`config.mk`:
```
export PLATFORM = sky130hd
export DESIGN_NAME = sisu_mul
export DESIGN_NICKNAME = d
export VERILOG_FILES = /design/src/hw/rtl/sisu_pkg.sv /design/src/hw/rtl/sisu_mul.sv
export SDC_FILE = /design/constraint.sdc
export NUM_CORES = 2
export LEC_CHECK = 0
export BUFFER_PORTS_ARGS = -buffer_cell sky130_fd_sc_hd__buf_4
export CORE_ASPECT_RATIO = 0.8
export CORE_MARGIN = 2
export CORE_UTILIZATION = 55
export DETAILED_ROUTE_END_ITERATION = 6
export PLACE_DENSITY = 0.73
export SLEW_MARGIN = 10
export SYNTH_ARGS = -nofsm -noshare
export SYNTH_HDL_FRONTEND = slang
export SYNTH_SLANG_ARGS = --single-unit
```
`constraint.sdc`:
```
create_clock -name clk_i -period 18.2 [get_ports clk_i]
set_input_delay 0.91 -clock clk_i [delete_from_list [all_inputs] [get_ports clk_i]]
set_output_delay 0.91 -clock clk_i [all_outputs]
set_load 0.05 [all_outputs]
```
`src/hw/rtl/sisu_pkg.sv`:
```
`default_nettype none

package sisu_pkg;

  localparam int unsigned MUL_W   = 64;
  localparam int unsigned PROD_W  = 2 * MUL_W;
  localparam int unsigned DIV_N_W = 96;
  localparam int unsigned DIV_D_W = 64;
  localparam int unsigned PADDR_W = 3;

  localparam logic [63:0] LIM             = 64'h2000_0000_0000_0000;
  localparam logic [31:0] FOURTEEN_Q16    = 32'h000E_0000;
  localparam logic [63:0] ONE_Q40         = 64'h0000_0100_0000_0000;
  localparam logic [63:0] HALF_PI_Q60     = 64'h1921_FB54_442D_1847;
  localparam logic [63:0] HALF_PI_Q40     = 64'h0000_0192_1FB5_4443;
  localparam logic [63:0] TWO_OVER_PI_Q64 = 64'hA2F9_836E_4E44_152A;
  localparam logic [95:0] ONE_Q56         = 96'h1 << 56;
  localparam logic [4:0]  TAYLOR_LAST     = 5'd21;
  localparam logic [15:0] THR_RESET       = 16'd5363;

  localparam logic REG_TERM_THRESHOLD = 1'b0;

  typedef enum logic [18:0] {
    S_IDLE  = 19'd1 << 0,
    S_SQ    = 19'd1 << 1,
    S_PM    = 19'd1 << 2,
    S_PNUM  = 19'd1 << 3,
    S_PDEN  = 19'd1 << 4,
    S_PDIV  = 19'd1 << 5,
    S_AM    = 19'd1 << 6,
    S_AD    = 19'd1 << 7,
    S_GINIT = 19'd1 << 8,
    S_RED   = 19'd1 << 9,
    S_PHI   = 19'd1 << 10,
    S_TACC  = 19'd1 << 11,
    S_TM    = 19'd1 << 12,
    S_TDIV  = 19'd1 << 13,
    S_SDF   = 19'd1 << 14,
    S_MF    = 19'd1 << 15,
    S_SDG   = 19'd1 << 16,
    S_MG    = 19'd1 << 17,
    S_FIN   = 19'd1 << 18
  } state_e;

  function automatic logic [63:0] sat_lim(input logic [PROD_W-1:0] v);
    logic [63:0] r;
    r = (v > {64'd0, LIM}) ? LIM : v[63:0];
    return r;
  endfunction

  function automatic logic signed [63:0] add_sat(input logic signed [63:0] acc,
                                                 input logic [63:0] mag,
                                                 input logic sub);
    logic signed [63:0] v;
    v = sub ? acc - $signed(mag) : acc + $signed(mag);
    if (v > $signed(LIM)) begin
      v = $signed(LIM);
    end else if (v < -$signed(LIM)) begin
      v = -$signed(LIM);
    end
    return v;
  endfunction

endpackage

`default_nettype wire

```
`src/hw/rtl/sisu_mul.sv`:
```
`default_nettype none

module sisu_mul (
  input  wire logic                        clk_i,
  input  wire logic                        rst_ni,
  input  wire logic                        start_i,
  input  wire logic [sisu_pkg::MUL_W-1:0]  a_i,
  input  wire logic [sisu_pkg::MUL_W-1:0]  b_i,
  output logic                             done_o,
  output logic [sisu_pkg::PROD_W-1:0]      prod_o
);

  logic                          busy_q;
  logic [2:0]                    cnt_q;
  logic                          done_q;
  logic [sisu_pkg::MUL_W-1:0]    a_q, b_q;
  logic [63:0]                   pp_q;
  logic [sisu_pkg::PROD_W-1:0]   acc_q;
  logic [31:0]                   au, bu;
  logic [sisu_pkg::PROD_W-1:0]   ppx;

  assign au = cnt_q[1] ? a_q[63:32] : a_q[31:0];
  assign bu = cnt_q[0] ? b_q[63:32] : b_q[31:0];

  always_comb begin
    case (cnt_q)
      3'd1:       ppx = {64'd0, pp_q};
      3'd2, 3'd3: ppx = {32'd0, pp_q, 32'd0};
      3'd4:       ppx = {pp_q, 64'd0};
      default:    ppx = '0;
    endcase
  end

  always_ff @(posedge clk_i or negedge rst_ni) begin
    if (!rst_ni) begin
      busy_q <= 1'b0;
      cnt_q  <= '0;
      done_q <= 1'b0;
    end else begin
      done_q <= 1'b0;
      if (start_i) begin
        busy_q <= 1'b1;
        cnt_q  <= '0;
      end else if (busy_q) begin
        cnt_q <= cnt_q + 3'd1;
        if (cnt_q == 3'd4) begin
          busy_q <= 1'b0;
          done_q <= 1'b1;
        end
      end
    end
  end

  always_ff @(posedge clk_i) begin
    if (start_i) begin
      a_q   <= a_i;
      b_q   <= b_i;
      acc_q <= '0;
    end else if (busy_q) begin
      if (cnt_q != 3'd4) begin
        pp_q <= au * bu;
      end
      acc_q <= acc_q + ppx;
    end
  end

  assign done_o = done_q;
  assign prod_o = acc_q;

endmodule

`default_nettype wire

```
==> impl_results.md <==
- Outcome: finished, violations left
- Violations in the final reports: DRC
- Post-route ant nets: 0
- Number of rows created at floorplan: 101
- DP HPWL: 150 mm
- Number of sinks driven by the clock tree: 325
- Part of the cycle the worst path needs: 0.580
- Number of nets in the final layout: 7368
- Setup crit end kind: flop
- Pin count of the biggest net entering global routing: 84
- Clock-pin slew on the worst setup and hold paths: 0.06 ns
- Area share of the largest cell type after synthesis: 0.342
- Worst clock skew: 0.0379 ns
- Syn Nets: 7286
- Final wirelength: 192 mm
- Post-cts hold buffer count: 0
- Number of synthesized register bits: 325
- Starting utilization of the core area: 0.554
- Cell taking the most area after synthesis: fa_1
- X dimension of the die: 349 um
- Reported max-cap violation count: 0
- Clock period minus final worst setup slack: 10.56 ns
- Fraction of registers with async set or reset after synthesis: 0.0154
- Cell at the slowest stage of the critical path: mux2i_4
- WP data required: 18.55 ns
- Maximum fanout count along the critical path: 62
- Core area: 94700 sq um
- Number of max-slew violations in the final report: 0
- Wire length of the first global-routing pass: 283 mm
- Die Y-Extent: 280 um
- Clk Latency, worst-skew pair: 0.63 ns
- Maximum buffer depth of the clock tree: 3
- Residual overflow from global routing: 0
- Number of buffers created by CTS: 40
- Rel. slew slack: 0.173
- I/O pin count: 260
- Final setup fails: 0
- Yosys warning count: 0
- Setup TNS Final: 0 ns
- DRC violations left: 1
- Hold Vio Cnt, Final: 0
- Type of the worst min-delay path: primary input to asynchronous set/reset pin
- Global router's overall resource usage: 0.394
- Area added between synthesis and finish: 8.83%
- Number of distinct library cell variants in the gate-level netlist after synthesis: 80
- H-tree lvl count: 2
- Detailed router's first-iteration violation count: 5733
- Worst EP arrival: 10.91 ns
- Post-synthesis cell count: 5863
- Max Clock Freq: 0.0947 GHz
- Post-Synthesis Cell Area: 52400 sq um
- Number of optimization iterations in the first detailed-route pass: 7
- TritonCTS clock tree: yes
- Average cell area after synthesis: 8.94 sq um
- Die footprint: 97800 sq um
- Type of the worst setup path: flop to flop
- Top post-synthesis cells by area: fa_1, edfxtp_1, ha_1, inv_1, nor2_1
- Count of vias placed by the detailed router: 44500
- Slowest stage delay, CP: 1.05 ns
- I/O Buffers: 259
- Seq/Total Area, Yosys: 0.161
- WL/cell: 26.6 um
- RSZ-0062 raised after global routing: no
- Post-CTS Setup Inserts: 0
- Via-per-instance ratio: 6.17
- Fraction of layout cells with a size suffix above 1: 0.0935
- Count of flip-flops with a built-in enable after synthesis: 192
- Startpoint types: flop
- Placer Congestion: 1.05
- Main synth FF type: edfxtp_1
- Number of antenna violations at the first check in global routing: 14
- Vias in the first global route: 44100
- Cell repeated most along the worst path: fa_1
- Clock root buffer: clkbuf_16
- Resized cells post-CTS: 0
- Least-Margin Pin Slew: 1.24 ns
-- cell type report --
| type | instances | area, sq um |
|---|---|---|
| multi-input cells | 4302 | 39600 |
| fillers | 8185 | 37600 |
| flip-flops and latches | 325 | 8460 |
| inverters | 932 | 3500 |
| repair buffers | 344 | 2600 |
| well taps | 1236 | 1550 |
| clock buffers | 45 | 1050 |
| clock inverters | 29 | 303 |
| diodes | 7 | 17.5 |
-- cells in the mapped netlist, drive strengths merged (5+ instances only) --
library cell / instances
o21a: 23
or3: 11
o21bai: 47
a31o: 7
nand4: 83
nor2: 804
or2: 5
o41ai: 5
buf: 24
clkbuf: 280
nand2b: 15
mux2i: 106
inv: 932
nand3: 35
xor2: 64
o311ai: 5
and2: 40
a21boi: 11
nor3: 37
nor2b: 25
mux2: 65
a21o: 116
xnor2: 119
o211ai: 8
edfxtp: 192
nor4: 8
o31ai: 17
dfxtp: 128
a41oi: 5
o21ai: 198
a211oi: 12
nand2: 664
a221oi: 12
fa: 897
a31oi: 25
and3: 47
a21oi: 277
a22o: 68
dfrtp: 5
ha: 395
-- cell families after synthesis --
kind of cell             Yosys count  share of synthesized area
AO/OA/AOI/OAI                    866                      0.106
XOR/XNOR                         183                     0.0306
adder cells (fa/ha/maj)         1292                      0.437
buffers and inverters           1236                     0.0886
flip-flops                       325                      0.161
multiplexers                     171                     0.0342
AND/OR/NAND/NOR                 1790                      0.143
-- worst paths after layout --
path / start / cells past startpoint / endpoint / slack, ns
worst max-delay path: cnt_q[0] / 28 / pp_q[62] / 7.64
worst min-delay path: rst_ni / 1 / cnt_q[2] / 0.11
worst max register to register: cnt_q[0] / 28 / pp_q[62] / 7.64
worst min register to register: prod_o[100] / 2 / prod_o[100] / 0.48
max in group asynchronous: rst_ni / 1 / cnt_q[1] / 17.91
min in group clk_i: a_i[40] / 1 / a_q[40] / 0.47
-- flip-flops by register name, summed over array words and instances, names as in the netlist --
| name | flops |
|---|---|
| cnt_q | 3 |
| a_q | 64 |
| busy_q | 1 |
| done_o | 1 |
| pp_q | 64 |
| prod_o | 128 |
| b_q | 64 |
-- layout by cell type, fill, tap and decap left out, types with 35 or more instances in the layout --
master / count
nand4_1: 83
xnor2_1: 119
inv_1: 931
mux2i_2: 47
nand3_1: 35
nand2_1: 662
fa_1: 897
and3_1: 47
a21oi_1: 275
a21o_1: 115
mux2_2: 56
mux2i_1: 56
o21bai_1: 47
clkbuf_16: 41
buf_4: 342
nor3_1: 37
nor2_1: 801
and2_1: 39
ha_1: 395
dfxtp_1: 128
edfxtp_1: 192
o21ai_0: 197
xor2_1: 64
a22o_1: 68
-- per-layer routing --
layer  GRT usage  part of all wire
met1       0.560              0.40
met2       0.547              0.40
met3       0.153              0.15
met4       0.137             0.044
met5           0           0.00046
-- per-stage QoR --
step	cells	hold WS, ns	instance area, sq um	setup slack (ns)	utilization
2_1_floorplan	5863	0.598	52400	8.98	-
3_3_place_gp	7139	0.471	55700	8.02	0.588
3_5_place_dp	7139	0.480	55700	7.92	0.588
4_1_cts	7213	0.0903	57000	7.89	0.603
5_1_grt	7213	0.0977	57000	7.29	0.603
6_report	7220	0.110	57100	7.64	0.603
-- worst max-delay path, delay by kind of cell, from the launching register on --
kind                       cells  cell delay [ns]
AOI/OAI and AO/OA             11             3.07
xor gates and xnor gates       1             0.11
adders and majority gates      9             4.16
buffers and inverters          5             1.08
DFF                            1             0.50
muxes                          1             1.05
and+or+nand+nor                1             0.15
Power is not shown: default switching activity piles up to over one toggle a cycle in this logic, so the estimate is an artifact.
