[config.mk]
export PLATFORM = sky130hd
export DESIGN_NAME = sisu_div
export DESIGN_NICKNAME = d
export VERILOG_FILES = /design/src/hw/rtl/sisu_pkg.sv /design/src/hw/rtl/sisu_div.sv
export SDC_FILE = /design/constraint.sdc
export NUM_CORES = 1
export LEC_CHECK = 0
export BUFFER_PORTS_ARGS = -buffer_cell sky130_fd_sc_hd__buf_2
export CAP_MARGIN = 40
export CORE_MARGIN = 4
export CORE_UTILIZATION = 35
export DETAILED_ROUTE_END_ITERATION = 10
export GPL_ROUTABILITY_DRIVEN = 0
export GPL_TIMING_DRIVEN = 1
export HOLD_SLACK_MARGIN = 0.03
export SLEW_MARGIN = 20
export SYNTH_ARGS = -nofsm -noshare
export SYNTH_HDL_FRONTEND = slang
export SYNTH_SLANG_ARGS = --single-unit
[constraint.sdc]
create_clock -name clk_i -period 7.4 [get_ports clk_i]
set_clock_uncertainty 0.15 [all_clocks]
set_input_delay 1.48 -clock clk_i [delete_from_list [all_inputs] [get_ports clk_i]]
set_output_delay 1.48 -clock clk_i [all_outputs]
set_load 0.01 [all_outputs]
[src/hw/rtl/sisu_pkg.sv]
`default_nettype none

package sisu_pkg;

  localparam int unsigned MUL_W   = 64;
  localparam int unsigned PROD_W  = 2 * MUL_W;
  localparam int unsigned DIV_N_W = 96;
  localparam int unsigned DIV_D_W = 64;
  localparam int unsigned PADDR_W = 3;

  localparam logic [63:0] LIM             = 64'h2000_0000_0000_0000;
  localparam logic [31:0] FOURTEEN_Q16    = 32'h000E_0000;
  localparam logic [63:0] ONE_Q40         = 64'h0000_0100_0000_0000;
  localparam logic [63:0] HALF_PI_Q60     = 64'h1921_FB54_442D_1847;
  localparam logic [63:0] HALF_PI_Q40     = 64'h0000_0192_1FB5_4443;
  localparam logic [63:0] TWO_OVER_PI_Q64 = 64'hA2F9_836E_4E44_152A;
  localparam logic [95:0] ONE_Q56         = 96'h1 << 56;
  localparam logic [4:0]  TAYLOR_LAST     = 5'd21;
  localparam logic [15:0] THR_RESET       = 16'd5363;

  localparam logic REG_TERM_THRESHOLD = 1'b0;

  typedef enum logic [18:0] {
    S_IDLE  = 19'd1 << 0,
    S_SQ    = 19'd1 << 1,
    S_PM    = 19'd1 << 2,
    S_PNUM  = 19'd1 << 3,
    S_PDEN  = 19'd1 << 4,
    S_PDIV  = 19'd1 << 5,
    S_AM    = 19'd1 << 6,
    S_AD    = 19'd1 << 7,
    S_GINIT = 19'd1 << 8,
    S_RED   = 19'd1 << 9,
    S_PHI   = 19'd1 << 10,
    S_TACC  = 19'd1 << 11,
    S_TM    = 19'd1 << 12,
    S_TDIV  = 19'd1 << 13,
    S_SDF   = 19'd1 << 14,
    S_MF    = 19'd1 << 15,
    S_SDG   = 19'd1 << 16,
    S_MG    = 19'd1 << 17,
    S_FIN   = 19'd1 << 18
  } state_e;

  function automatic logic [63:0] sat_lim(input logic [PROD_W-1:0] v);
    logic [63:0] r;
    r = (v > {64'd0, LIM}) ? LIM : v[63:0];
    return r;
  endfunction

  function automatic logic signed [63:0] add_sat(input logic signed [63:0] acc,
                                                 input logic [63:0] mag,
                                                 input logic sub);
    logic signed [63:0] v;
    v = sub ? acc - $signed(mag) : acc + $signed(mag);
    if (v > $signed(LIM)) begin
      v = $signed(LIM);
    end else if (v < -$signed(LIM)) begin
      v = -$signed(LIM);
    end
    return v;
  endfunction

endpackage

`default_nettype wire

[src/hw/rtl/sisu_div.sv]
`default_nettype none

module sisu_div (
  input  wire logic                          clk_i,
  input  wire logic                          rst_ni,
  input  wire logic                          start_i,
  input  wire logic [sisu_pkg::DIV_N_W-1:0]  num_i,
  input  wire logic [sisu_pkg::DIV_D_W-1:0]  den_i,
  output logic                               done_o,
  output logic [sisu_pkg::DIV_N_W-1:0]       quot_o
);

  localparam int unsigned CW = $clog2(sisu_pkg::DIV_N_W);

  logic                           busy_q;
  logic [CW-1:0]                  cnt_q;
  logic                           done_q;
  logic [sisu_pkg::DIV_D_W-1:0]   rem_q, den_q;
  logic [sisu_pkg::DIV_N_W-1:0]   qn_q;
  logic [sisu_pkg::DIV_D_W:0]     rsh;
  logic [sisu_pkg::DIV_D_W:0]     rsub;
  logic                           qbit;

  assign rsh  = {rem_q, qn_q[sisu_pkg::DIV_N_W-1]};
  assign rsub = rsh - {1'b0, den_q};
  assign qbit = (rsh >= {1'b0, den_q});

  always_ff @(posedge clk_i or negedge rst_ni) begin
    if (!rst_ni) begin
      busy_q <= 1'b0;
      cnt_q  <= '0;
      done_q <= 1'b0;
    end else begin
      done_q <= 1'b0;
      if (start_i) begin
        busy_q <= 1'b1;
        cnt_q  <= '0;
      end else if (busy_q) begin
        cnt_q <= cnt_q + CW'(1);
        if (cnt_q == CW'(sisu_pkg::DIV_N_W - 1)) begin
          busy_q <= 1'b0;
          done_q <= 1'b1;
        end
      end
    end
  end

  always_ff @(posedge clk_i) begin
    if (start_i) begin
      rem_q <= '0;
      den_q <= den_i;
      qn_q  <= num_i;
    end else if (busy_q) begin
      rem_q <= qbit ? rsub[sisu_pkg::DIV_D_W-1:0] : rsh[sisu_pkg::DIV_D_W-1:0];
      qn_q  <= {qn_q[sisu_pkg::DIV_N_W-2:0], qbit};
    end
  end

  assign done_o = done_q;
  assign quot_o = qn_q;

endmodule

`default_nettype wire

==> implementation parameters <==
Parameter                              Value

Clock tree
  Number of gates resized after cts ... 0
  CTS Hold Buffers Added ... 0
  Buffer depth of the longest clock path ... 3
  CTS Sinks ... 233
  Number of buffers added by the clock tree synthesis step ... 29
  Clock slew at the register clock pins of the worst setup and hold paths ... about 0.06 ns
  Number of setup buffers added after CTS ... 0
  Clock latency on the worst-skew pair ... roughly 0.57 ns
  Number of levels the H-tree was split into ... 1
  Buffer cell driving the clock tree root ... clkbuf_16
  TritonCTS clock tree ... yes

Detailed routing
  Total met3 wirelength after detailed routing ... 3241 µm
  Routed wl met2 ... 17,730 µm
  Number of detailed-route iterations in the first pass ... 6
  Via-per-instance ratio ... 5.168
  DRC marker count from the first detailed-route iteration ... 626
  Metal-1 WL ... 15,970 µm
  Average wire per cell in the routed design ... 18.58 µm
  Total wire length after detailed routing ... 38,180 µm
  Post-DRT Antenna Nets ... 0
  Detailed-route via count ... ~11,000
  Number of design rule violations left after detail routing ... 0
  Top routing layer used ... met5

Logic synthesis
  Synth Instances ... 1,289
  Yosys warns ... 0
  Post-synth ARST share ... 3.863%
  Arithmetic-cell share of the synthesized area counting full adders, half adders and majority gates ... 6.221%
  Count of distinct cell types in the synthesized netlist ... 67
  Number of enable-type register cells in the synthesized netlist ... 160
  Synthesized Nets ... 1,518
  Post-Synthesis Mean Instance Area ... 10.39 µm²
  Area of the mapped netlist ... 13,390 µm²
  Combinational family with the most area after synthesis ... compound AO/OA/AOI/OAI gates
  Flops & latches, synth ... 233
  Portion of netlist area occupied by mux cells ... ~8.7%
  Leading register cell type out of synthesis ... edfxtp_1
  Sequential area share after synthesis ... 47.12%
  Synthesized-area fraction occupied by ao, oa, aoi and oai cells ... 16.90%
  Simple-gate area share of the yosys netlist ... 12.51%
  Synthesized-area fraction occupied by xor and xnor cells ... under 10%

Place
  Port Buffer Count ... 259
  Setup Slack @ Placement ... about 3.1 ns
  Post-detailed-placement half-perimeter wirelength ... 28,190 µm

Die
  Die area ... 41,460 µm²
  Number of rows created at floorplan ... 71
  Width of the die ... between 200 and 250 µm
  Vertical extent of the die ... ~200 µm
  I/O Pins ... 260
  Starting density of the core ... 35.56%
  Core Box Area ... 37,670 µm²

Timing
  RSZ-0062 raised after global routing ... false
  Highest attainable clock frequency ... 230.6 MHz
  Number of max-slew violations in the final report ... 0
  Number of hold violations in the final report ... 0
  Relative max-transition margin ... between 30% and 40%
  Final total negative setup slack ... 0 ns
  Number of setup violations in the final report ... 0
  Period utilisation layout ... 58.59%
  Transition time of the tightest slew-check pin ... 0.9485 ns
  Shortest period the worst path allows ... 4.336 ns
  Final WS setup ... 3.064 ns

Layout
  Synth-to-layout area growth ... 19.30%
  Nets ... 1,746
  Fraction of layout instances using a drive strength above 1 ... 29.55%
  Fillcell total ... 3,711

Outcome
  Run status ... finished clean

Flow run
  Max-capacitance violation count ... 0

Power
  Worst IR drop on VDD ... 0.0001637 V
  Leakage ... 6.654 nW
  Power Dens Cells ... roughly 200 nW/µm²

Worst setup path
  CP required ... 7.72 ns
  Endpoint arrival time on the critical path ... 4.65 ns
  Crit path capture type ... flip-flop
  CP max FO ... 30
  Worst Setup Path Type ... reg -> reg
  Critical Path Source Type ... flip-flop

Global routing
  Global route total overflow ... 0
  Via count of the first global-routing pass ... 10,908
  Global-route wire length before repair ... 60,490 µm
  Aggregate global-route resource usage ... around 18%
  Initial antenna violation count ... 7
  Largest net degree at the start of global routing ... between 150 and 200

Hold path
  Min-delay worst type ... reg -> reg
==> per-layer routing <==
layer  vias to the layer above  GRT usage (%)
met5                         -              0
met4                         6          4.987
met3                        76          6.106
met2                       335          30.21
met1                      5007          22.41
li1                       5196              -
==> logic make-up after synthesis <==
| family | Yosys count |
|---|---|
| AO/OA/AOI/OAI | 306 |
| buffers and inverters | 148 |
| XOR/XNOR | 61 |
| adder cells (fa/ha/maj) | 66 |
| flip-flops | 233 |
| multiplexers | 104 |
| AND/OR/NAND/NOR | 371 |
==> Yosys cell counts, drive strengths merged (2+ instances only) <==
cell	number	area, µm²
ha	65	813.3
nor3	14	85.08
a21oi	78	405.4
nor4	4	31.28
dfxtp	64	1281
or4	2	15.01
nand3	16	80.08
o21a	11	82.58
a311oi	51	634.4
a211oi	13	97.59
nand4	25	162.6
a221oi	2	23.77
nand2	156	585.6
mux2i	7	70.07
dfrtp	9	225.2
a41oi	4	35.03
a32oi	3	26.28
nor3b	2	15.01
a31oi	12	75.07
clkbuf	50	191.4
xor2	20	175.2
buf	19	126.4
or2	6	37.54
a22oi	2	15.01
mux2	97	1092
nor2b	7	43.79
o221ai	3	26.28
nand2b	10	62.56
edfxtp	160	4805
o211ai	7	52.55
a21boi	6	45.04
o31ai	7	52.55
or3	5	31.28
and3	11	68.82
xnor2	41	359.1
o21ai	59	299.0
a21o	25	187.7
and2	8	50.05
nand3b	2	15.01
nor2	102	382.9
o21bai	13	97.59
inv	79	296.5
==> stage by stage <==
step	std cells	cell area, µm²	hold slack (ns)	total power, mW	utilization [%]
after detailed placement	1996	15090	0.3311	1.960	40.07
after floorplan	1289	13390	0.2990	1.782	-
final	2055	15980	0.3349	3.232	42.42
after CTS	2050	15950	0.3351	3.293	42.34
after global routing	2052	15970	0.3678	3.384	42.40
after global placement	1995	15090	0.3190	1.956	40.05
==> layout by cell type, fill, tap and decap left out, types with 8 or more instances in the layout <==
| cell | netlist | final |
|---|---|---|
| a211oi_1 | 13 | 13 |
| a21o_1 | 25 | 25 |
| a21oi_1 | 74 | 74 |
| a311oi_1 | 21 | 21 |
| a311oi_2 | 30 | 30 |
| a31oi_1 | 12 | 12 |
| and2_1 | 8 | 8 |
| and3_1 | 11 | 11 |
| buf_2 | 11 | 258 |
| clkbuf_1 | 47 | 8 |
| clkbuf_16 | 0 | 29 |
| clkinv_2 | 0 | 8 |
| dfrtp_1 | 9 | 8 |
| dfxtp_1 | 64 | 64 |
| edfxtp_1 | 160 | 160 |
| ha_1 | 65 | 65 |
| inv_1 | 79 | 78 |
| mux2_2 | 97 | 97 |
| nand2_1 | 156 | 156 |
| nand2b_1 | 10 | 10 |
| nand3_1 | 16 | 16 |
| nand4_1 | 24 | 24 |
| nor2_1 | 102 | 101 |
| nor3_1 | 11 | 11 |
| o21a_1 | 11 | 11 |
| o21ai_0 | 52 | 52 |
| o21bai_1 | 13 | 13 |
| xnor2_1 | 41 | 41 |
| xor2_1 | 20 | 20 |
==> cell type report <==
type / count / area [µm²] / share of cell area, %
Multi-Input combinational cell: 908 / 6476 / 40.53
Sequential cell: 233 / 6315 / 39.52
Timing Repair Buffer: 266 / 1384 / 8.660
Clock buffer: 37 / 755.7 / 4.729
Tap cell: 511 / 639.4 / 4.001
Inverter: 79 / 299.0 / 1.871
Clock inverter: 17 / 100.1 / 0.6264
Antenna cell: 4 / 10.01 / 0.06264
==> sequential cells by signal (all words and copies together), names as in the netlist <==
register,cells
cnt_q,7
rem_q,64
quot_o,96
done_o,1
den_q,64
busy_q,1
==> worst max-delay path, stage by stage (launching register included) <==
cell and delay, ns:
edfxtp_1 0.32, inv_1 0.04, ha_1 0.39, a21oi_2 0.18, o21ai_1 0.14, a221oi_2 0.40
nand4_1 0.17, a21oi_1 0.27, o21ai_2 0.17, a2111oi_4 0.49, or2_2 0.63, buf_4 0.45
nand2_1 0.10, a311oi_1 0.29
==> where the power goes <==
part	switching, mW	internal [mW]	leakage, nW
logic	0.214	0.176	3.95
clock network	0.578	0.724	0.426
registers	0.0465	1.49	2.28
==> path summary, 6_finish.rpt <==
kind,from,endpoint,slack [ns],depth (start not counted)
setup / recovery,den_q[20],rem_q[48],3.06,13
hold / removal,rem_q[63],rem_q[63],0.33,2
setup reg to reg,den_q[20],rem_q[48],3.06,13
hold reg to reg,rem_q[63],rem_q[63],0.33,2
max in group asynchronous,rst_ni,busy_q,6.30,1
min in group asynchronous,rst_ni,cnt_q[0],0.60,1
No activity file was read; power rests on OpenSTA's default activity.
